File: config.mk
export PLATFORM = sky130hd
export DESIGN_NAME = key_canonicalizer_validator
export DESIGN_NICKNAME = d
export VERILOG_FILES = /design/src/rtl/kcv_pkg.sv /design/src/rtl/kcv_canon.sv /design/src/rtl/kcv_seq.sv /design/src/rtl/key_canonicalizer_validator.sv
export SDC_FILE = /design/constraint.sdc
export NUM_CORES = 1
export LEC_CHECK = 0
export ABC_CLOCK_PERIOD_IN_PS = 4000
export BUFFER_PORTS_ARGS = -buffer_cell sky130_fd_sc_hd__clkbuf_2
export CORE_MARGIN = 3
export CORE_UTILIZATION = 50
export CTS_CLUSTER_SIZE = 20
export DETAILED_ROUTE_END_ITERATION = 10
export GPL_ROUTABILITY_DRIVEN = 0
export HOLD_SLACK_MARGIN = 0.1
export PLACE_DENSITY_LB_ADDON = 0.2
export SLEW_MARGIN = 20
export SYNTH_ARGS = -nofsm -noshare
export SYNTH_HDL_FRONTEND = slang
export SYNTH_SLANG_ARGS = --single-unit
File: constraint.sdc
create_clock -name clock -period 4 [get_ports clock]
set_clock_uncertainty 0.15 [all_clocks]
set_input_delay 0.2 -clock clock [delete_from_list [all_inputs] [get_ports clock]]
set_output_delay 0.2 -clock clock [all_outputs]
set_load 0.05 [all_outputs]
File: src/rtl/kcv_pkg.sv
`default_nettype none

package kcv_pkg;

   // Character codes used by the canonicalizer and the validity check.
   localparam logic [7:0] CH_A_UP   = 8'h41;
   localparam logic [7:0] CH_Z_UP   = 8'h5A;
   localparam logic [7:0] CH_A_LO   = 8'h61;
   localparam logic [7:0] CH_Z_LO   = 8'h7A;
   localparam logic [7:0] CH_D0     = 8'h30;
   localparam logic [7:0] CH_D9     = 8'h39;
   localparam logic [7:0] CH_UNDER  = 8'h5F;
   localparam logic [7:0] CH_DOT    = 8'h2E;
   localparam logic [7:0] CH_SLASH  = 8'h2F;
   localparam logic [7:0] CH_SPACE  = 8'h20;
   localparam logic [7:0] CH_TAB    = 8'h09;
   localparam logic [7:0] CH_HYPHEN = 8'h2D;

   // Limit register reset value and the largest limit that takes effect.
   localparam logic [7:0] LIMIT_RESET = 8'd128;
   localparam logic [7:0] LIMIT_CAP   = 8'd254;
   localparam logic [7:0] COUNT_MAX   = 8'hFF;

   // Status error codes, in priority order.
   localparam logic [2:0] ERR_OK       = 3'd0;
   localparam logic [2:0] ERR_EMPTY    = 3'd1;
   localparam logic [2:0] ERR_TOO_LONG = 3'd2;
   localparam logic [2:0] ERR_BAD_CHAR = 3'd3;
   localparam logic [2:0] ERR_NO_SEP   = 3'd4;

   typedef struct packed {
      logic [7:0] raw_byte;
      logic       last_byte;
   } req_beat_type;

   typedef struct packed {
      logic [7:0] out_byte;
      logic       is_status;
      logic       key_ok;
      logic [2:0] error_code;
      logic [7:0] key_length;
   } rsp_beat_type;

   // Canonicalized byte as delivered from the canonicalizer to the sequencer.
   typedef struct packed {
      logic [7:0] data;
      logic       bad;
      logic       last;
   } canon_type;

endpackage

`default_nettype wire

File: src/rtl/kcv_canon.sv
`default_nettype none

module kcv_canon (
   input  wire kcv_pkg::req_beat_type req_data,
   output kcv_pkg::canon_type         canon
);

   logic [7:0] mapped;
   logic       allowed;

   always_comb begin
      mapped = req_data.raw_byte;
      if (mapped >= kcv_pkg::CH_A_UP && mapped <= kcv_pkg::CH_Z_UP) begin
         mapped = mapped | 8'h20;
      end
      if (mapped == kcv_pkg::CH_UNDER || mapped == kcv_pkg::CH_DOT ||
          mapped == kcv_pkg::CH_SPACE || mapped == kcv_pkg::CH_TAB) begin
         mapped = kcv_pkg::CH_HYPHEN;
      end
      allowed = (mapped >= kcv_pkg::CH_A_LO && mapped <= kcv_pkg::CH_Z_LO) ||
                (mapped >= kcv_pkg::CH_D0 && mapped <= kcv_pkg::CH_D9) ||
                mapped == kcv_pkg::CH_HYPHEN || mapped == kcv_pkg::CH_SLASH;
      canon.data = mapped;
      canon.bad  = !allowed;
      canon.last = req_data.last_byte;
   end

endmodule

`default_nettype wire

File: src/rtl/kcv_seq.sv
`default_nettype none

module kcv_seq (
   input  wire                        clock,
   input  wire                        reset,
   input  wire                        req_valid,
   output logic                       req_stall,
   input  wire kcv_pkg::canon_type    canon,
   input  wire [7:0]                  limit,
   input  wire                        out_free,
   output logic                       rsp_load,
   output kcv_pkg::rsp_beat_type      rsp_next
);

   // Input stage: one canonical byte and the results of it already sent.
   logic                stg_vld_ff, stg_vld_in;
   kcv_pkg::canon_type  stg_ff, stg_in;
   logic                slash_done_ff, slash_done_in;
   logic                byte_done_ff, byte_done_in;

   // Per-key state.
   logic                pending_ff, pending_in;
   logic                emitted_ff, emitted_in;
   logic [7:0]          count_ff, count_in;
   logic                sep_ff, sep_in;
   logic                bad_ff, bad_in;

   logic                is_slash;
   logic                need_slash;
   logic                need_byte;
   logic                need_status;
   logic                has_res;
   logic                fire;
   logic                done;
   logic                req_acc;
   logic [7:0]          eff_limit;
   logic [7:0]          count_inc;
   logic [2:0]          err;

   always_comb begin
      is_slash    = stg_ff.data == kcv_pkg::CH_SLASH;
      need_slash  = stg_vld_ff && !is_slash && pending_ff && !slash_done_ff;
      need_byte   = stg_vld_ff && !is_slash && !byte_done_ff;
      need_status = stg_vld_ff && stg_ff.last;
      has_res     = need_slash || need_byte || need_status;
      fire        = stg_vld_ff && (!has_res || out_free);
      done        = fire && !need_slash && (!need_byte || !stg_ff.last);
      req_stall   = stg_vld_ff && !done;
      req_acc     = req_valid && !req_stall;
      rsp_load    = fire && has_res;
      count_inc   = (count_ff == kcv_pkg::COUNT_MAX) ? count_ff : count_ff + 8'd1;
      eff_limit   = (limit > kcv_pkg::LIMIT_CAP) ? kcv_pkg::LIMIT_CAP : limit;

      if (count_ff == 8'd0) begin
         err = kcv_pkg::ERR_EMPTY;
      end else if (count_ff > eff_limit) begin
         err = kcv_pkg::ERR_TOO_LONG;
      end else if (bad_ff) begin
         err = kcv_pkg::ERR_BAD_CHAR;
      end else if (!sep_ff) begin
         err = kcv_pkg::ERR_NO_SEP;
      end else begin
         err = kcv_pkg::ERR_OK;
      end

      rsp_next = '0;
      if (need_slash) begin
         rsp_next.out_byte = kcv_pkg::CH_SLASH;
      end else if (need_byte) begin
         rsp_next.out_byte = stg_ff.data;
      end else begin
         rsp_next.is_status  = 1'b1;
         rsp_next.key_ok     = err == kcv_pkg::ERR_OK;
         rsp_next.error_code = err;
         rsp_next.key_length = count_ff;
      end
   end

   // Key state advances one result at a time, so the status sees every
   // byte of the key already counted.
   always_comb begin
      pending_in = pending_ff;
      emitted_in = emitted_ff;
      count_in   = count_ff;
      sep_in     = sep_ff;
      bad_in     = bad_ff;
      if (fire) begin
         if (need_slash) begin
            count_in   = count_inc;
            sep_in     = 1'b1;
            pending_in = 1'b0;
         end else if (need_byte) begin
            count_in   = count_inc;
            emitted_in = 1'b1;
            bad_in     = bad_ff | stg_ff.bad;
         end else if (need_status) begin
            pending_in = 1'b0;
            emitted_in = 1'b0;
            count_in   = '0;
            sep_in     = 1'b0;
            bad_in     = 1'b0;
         end else if (emitted_ff) begin
            pending_in = 1'b1;
         end
      end
   end

   always_comb begin
      stg_vld_in    = stg_vld_ff;
      stg_in        = stg_ff;
      slash_done_in = slash_done_ff;
      byte_done_in  = byte_done_ff;
      if (req_acc) begin
         stg_vld_in    = 1'b1;
         stg_in        = canon;
         slash_done_in = 1'b0;
         byte_done_in  = 1'b0;
      end else if (done) begin
         stg_vld_in = 1'b0;
      end else if (fire) begin
         slash_done_in = slash_done_ff | need_slash;
         byte_done_in  = byte_done_ff | (need_byte && !need_slash);
      end
   end

   always_ff @(posedge clock) begin
      if (reset) begin
         stg_vld_ff    <= 1'b0;
         slash_done_ff <= 1'b0;
         byte_done_ff  <= 1'b0;
         pending_ff    <= 1'b0;
         emitted_ff    <= 1'b0;
         count_ff      <= '0;
         sep_ff        <= 1'b0;
         bad_ff        <= 1'b0;
      end else begin
         stg_vld_ff    <= stg_vld_in;
         slash_done_ff <= slash_done_in;
         byte_done_ff  <= byte_done_in;
         pending_ff    <= pending_in;
         emitted_ff    <= emitted_in;
         count_ff      <= count_in;
         sep_ff        <= sep_in;
         bad_ff        <= bad_in;
      end
   end

   always_ff @(posedge clock) begin
      stg_ff <= stg_in;
   end

   a_pending_after_byte: assert property (@(posedge clock) disable iff (reset)
      pending_ff |-> emitted_ff)
      else $error("slash held before any byte of the key");

   a_sep_after_byte: assert property (@(posedge clock) disable iff (reset)
      sep_ff |-> (emitted_ff && count_ff >= 8'd2))
      else $error("separator recorded without a byte before it");

   a_load_when_free: assert property (@(posedge clock) disable iff (reset)
      rsp_load |-> out_free)
      else $error("result loaded into an occupied output register");

   a_status_clears: assert property (@(posedge clock) disable iff (reset)
      (rsp_load && rsp_next.is_status) |=>
         (count_ff == 8'd0 && !pending_ff && !emitted_ff && !sep_ff && !bad_ff))
      else $error("key state not cleared after status");

   a_slash_done_stage: assert property (@(posedge clock) disable iff (reset)
      (stg_vld_ff && slash_done_ff) |-> (!is_slash && !pending_ff))
      else $error("held slash sent twice or for a slash byte");

endmodule

`default_nettype wire

File: src/rtl/key_canonicalizer_validator.sv
// Key canonicalizer and validator.
// The request channel carries one raw key byte per beat, with last_byte set on
// the final byte of a key. Each byte is canonicalized (upper case to lower
// case; underscore, dot, space and tab to hyphen) and streamed out on the
// response channel. Leading slashes are dropped, runs of slashes collapse to
// one, and a slash is held until a non-slash byte follows, so trailing slashes
// never appear. After the last byte a status beat reports the canonical length
// (saturating at 255) and the validity of the key.
// The limit register is written through csr_wr_en and csr_wr_data, and resets
// to 128; values above 254 act as 254. Write it only while the block is idle.
// A byte is registered in the input stage, its beat in the output register.
// One request beat is taken per cycle while each byte gives one response beat.
// A held slash that goes out ahead of its following byte, and the status beat
// after a last byte that is not a slash, each take a load of their own in the
// single output register; req_stall holds until the byte's last beat loads.
// When the receiver raises rsp_stall, the output register holds its beat and
// the input stage holds its byte; a new request beat can still be accepted in
// the same cycle that the input stage drains.
// Synchronous reset clears the key state, empties both stages and restores the
// limit register; the block takes a request beat as soon as reset is released.
`default_nettype none

module key_canonicalizer_validator (
   input  wire                         clock,
   input  wire                         reset,
   input  wire                         req_valid,
   output logic                        req_stall,
   input  wire kcv_pkg::req_beat_type  req_data,
   output logic                        rsp_valid,
   input  wire                         rsp_stall,
   output kcv_pkg::rsp_beat_type       rsp_data,
   input  wire                         csr_wr_en,
   input  wire [7:0]                   csr_wr_data
);

   kcv_pkg::canon_type     canon;
   kcv_pkg::rsp_beat_type  rsp_next;
   logic                   rsp_load;
   logic                   out_free;

   // Output register: the only place a finished beat waits for the receiver.
   logic                   rsp_valid_ff, rsp_valid_in;
   kcv_pkg::rsp_beat_type  rsp_data_ff, rsp_data_in;

   // Length limit register.
   logic [7:0]             limit_ff, limit_in;

   kcv_canon u_canon (
      .req_data (req_data),
      .canon    (canon)
   );

   kcv_seq u_seq (
      .clock     (clock),
      .reset     (reset),
      .req_valid (req_valid),
      .req_stall (req_stall),
      .canon     (canon),
      .limit     (limit_ff),
      .out_free  (out_free),
      .rsp_load  (rsp_load),
      .rsp_next  (rsp_next)
   );

   // The output register can take a new beat when it is empty or when its
   // current beat is being taken in this cycle.
   assign out_free = !rsp_valid_ff || !rsp_stall;

   always_comb begin
      rsp_valid_in = rsp_valid_ff;
      rsp_data_in  = rsp_data_ff;
      if (rsp_load) begin
         rsp_valid_in = 1'b1;
         rsp_data_in  = rsp_next;
      end else if (!rsp_stall) begin
         rsp_valid_in = 1'b0;
      end
   end

   always_comb begin
      limit_in = limit_ff;
      if (csr_wr_en) begin
         limit_in = csr_wr_data;
      end
   end

   always_ff @(posedge clock) begin
      if (reset) begin
         rsp_valid_ff <= 1'b0;
         limit_ff     <= kcv_pkg::LIMIT_RESET;
      end else begin
         rsp_valid_ff <= rsp_valid_in;
         limit_ff     <= limit_in;
      end
   end

   always_ff @(posedge clock) begin
      rsp_data_ff <= rsp_data_in;
   end

   assign rsp_valid = rsp_valid_ff;
   assign rsp_data  = rsp_data_ff;

endmodule

`default_nettype wire

==> metrics.txt <==
Critical Path Stages 3; area share of the largest cell type after synthesis 34.6%; r2r setup slk between 1 and 1.5 ns; hold wc startpoint reset; layout cell share with drive strength beyond 1 19.3%; Min-Delay Endpoint u_seq.pending_ff$_SDFFE_PP0P_; first-pass GRT wire length roughly 8.6 mm; worst skew pair latency 0.31 ns; I/O pin cnt 45; Period Utilization, post-route 67.0%; total CTS buffers 5; Root Driver clkbuf_8; Core Area just over 5000 sq um; initial core utilization 52.3%; Mapped Nets around 300; CTS sink cnt 55; fin area approximately 3200 sq um; CTS H-tree lvls 2; fin. max-slew vios 0; Vias/cell 5.43; register bit total from synthesis 55; dpl cell area 2970 sq um; crit path time final 2.68 ns; Primary FF master, synth edfxtp_1; Reg clk slew, reported paths 0.09 ns; CP max stage cell o21ai_2; GRT Overall Usage 17.3%; Yosys top cell by area edfxtp_1; Inserted Diodes 0; Area Growth Syn to Fin 19.6%; Fillers 461; largest vdd supply drop 0.000191 V; CTS tree done; DR vias 2095; grt ovf 0; Die ar. 6300 sq um; final hold violations 0; top-count cell post-synth edfxtp_1; largest net degree at the start of global routing 22; postcts setup bufs 0; Pwr Total 1.27 mW; critical path capture point type register; final setup vio count 0; Hold WC Path Type in2reg; antenna-violating nets left 0; routed wire length ~5 mm; CP Data Arrival Time 2.47 ns; Crit Reg-Reg Startpoint u_seq.pending_ff$_SDFFE_PP0P_; family with the most delay on the worst path compound AO/OA/AOI/OAI gates; Clock Path Buffers 2; Gate Count Post-Synth 260; slew margin rel. between 30% and 40%; Post-synth EDFFs 31; Reg-to-Reg End rsp_data[15]$_SDFFCE_PP1P_; Buffers on Ports 44; drt wl/cell 13.1 um; Post-Synthesis Cell Area 2690 sq um; worst path required time 3.79 ns; number of max-cap violations 0; CP cell instances nor2b_1 > o221ai_2 > o21ai_2; initial antenna violation count 0; drt drc 0; Synth top cells by count edfxtp_1, nor2_1, dfxtp_1; CP Launch Type register; post-synthesis cell type count 48; die width 79.4 um; Buffers & Inverters on Critical Path 0; FFs w/ async S/R, synth 0%; sequential area share after synthesis 52.5%; unrepaired setup endpoints after global routing false; crit path kind reg2reg; TNS Setup 0 ns; num rows 26; Crit Path Max Fanout 21; utilization after layout between 60 and 70%; hold_buf cts 12; worst r2r path cells 3; chip height 79.4 um; Detail Placement HPWL 3.76 mm; Synth area leaders edfxtp_1, dfxtp_1, ha_1, nor2_1, mux2i_1; DR iter-0 viols between 150 and 200; Leakage 1.28 nW; TritonRoute pass-1 iters 5; number of synthesis warnings 0; PD cells 396 nW/um^2; Min-Delay Path Depth 2; status completed; nets@finish between 300 and 400; Max stage delay on crit path 0.89 ns; syn_area_per_cell 10.3 sq um; Worst-Margin Slew 0.997 ns; vias in the first global route ~1800; FMAX 373 MHz; PostCTS Resize Cnt 0
==> power by group <==
| part | switching [mW] | total (mW) | internal [mW] |
|---|---|---|---|
| sequential | 0.0183 | 0.657 | 0.639 |
| combinational | 0.153 | 0.220 | 0.0669 |
| clock | 0.172 | 0.397 | 0.225 |
| total | 0.344 | 1.27 | 0.931 |
==> metrics by stage <==
stage	std cells	hold slack, ns	worst slack, ns
global placement	366	0.245	1.43
floorplan	260	0.116	0.779
CTS	386	0.104	1.31
detailed placement	366	0.232	1.33
global route	386	0.116	1.13
finish	386	0.106	1.32
==> kinds of logic (layout without fill, tap and decap cells) <==
kind of cell	after synthesis	count (layout)	share of synthesized area [%]
AO/OA/AOI/OAI	56	56	14.9
buffers and inverters	25	81	3.53
XOR/XNOR	1	1	0.326
multiplexers	9	9	3.35
flip-flops	55	55	52.5
adder cells (fa/ha/maj)	10	10	4.65
AND/OR/NAND/NOR	104	104	20.8
==> registers in the layout, indices dropped and copies added (netlist names) <==
| name | flops |
|---|---|
| rsp_data | 21 |
| u_seq.count_ff | 8 |
| u_seq.pending_ff | 1 |
| u_seq.slash_done_ff | 1 |
| u_seq.sep_ff | 1 |
| u_seq.stg_vld_ff | 1 |
| u_seq.bad_ff | 1 |
| u_seq.emitted_ff | 1 |
| u_seq.byte_done_ff | 1 |
| rsp_valid | 1 |
| limit_ff | 8 |
| u_seq.stg_ff | 10 |
==> worst max-delay path by stage <==
stage                                        startpoint                          to  slack, ns
after CTS                 u_seq.pending_ff$_SDFFE_PP0P_  rsp_data[10]$_SDFFCE_PP0P_       1.31
after global routing      u_seq.pending_ff$_SDFFE_PP0P_  rsp_data[13]$_SDFFCE_PP1P_       1.13
after floorplan           u_seq.pending_ff$_SDFFE_PP0P_   rsp_data[0]$_SDFFCE_PP0P_       0.78
after global placement    u_seq.pending_ff$_SDFFE_PP0P_   rsp_data[0]$_SDFFCE_PP0P_       1.43
final                     u_seq.pending_ff$_SDFFE_PP0P_  rsp_data[15]$_SDFFCE_PP1P_       1.32
after detailed placement  u_seq.pending_ff$_SDFFE_PP0P_   rsp_data[1]$_SDFFCE_PP0P_       1.33
==> layout by cell type (no fill, tap or decap), drive strengths merged, types with 8 or more instances in the layout <==
cell type / n
nand3: 11
o21ai: 15
dfxtp: 24
ha: 10
clkbuf: 51
nor2: 28
a21oi: 17
edfxtp: 31
nor3: 8
dlygate4sd3: 12
inv: 17
mux2i: 9
and2: 14
nand2: 9
==> routing by layer <==
| layer | share of wire [%] | track usage (%) |
|---|---|---|
| met5 | 0 | 0 |
| met4 | 1.3 | 6.01 |
| met3 | 5.8 | 4.08 |
| met2 | 42 | 25.1 |
| met1 | 50 | 25.2 |
==> cell type report <==
class,count,area (sq um),area share (%)
multi-input cells,180,1190,36.9
flip-flops and latches,55,1410,43.9
well taps,70,87.6,2.72
repair buffers,56,340,10.6
clock buffers,7,97.6,3.03
clock inverters,1,30.0,0.933
inverters,17,63.8,1.98
(Power assumes the default switching activity.)
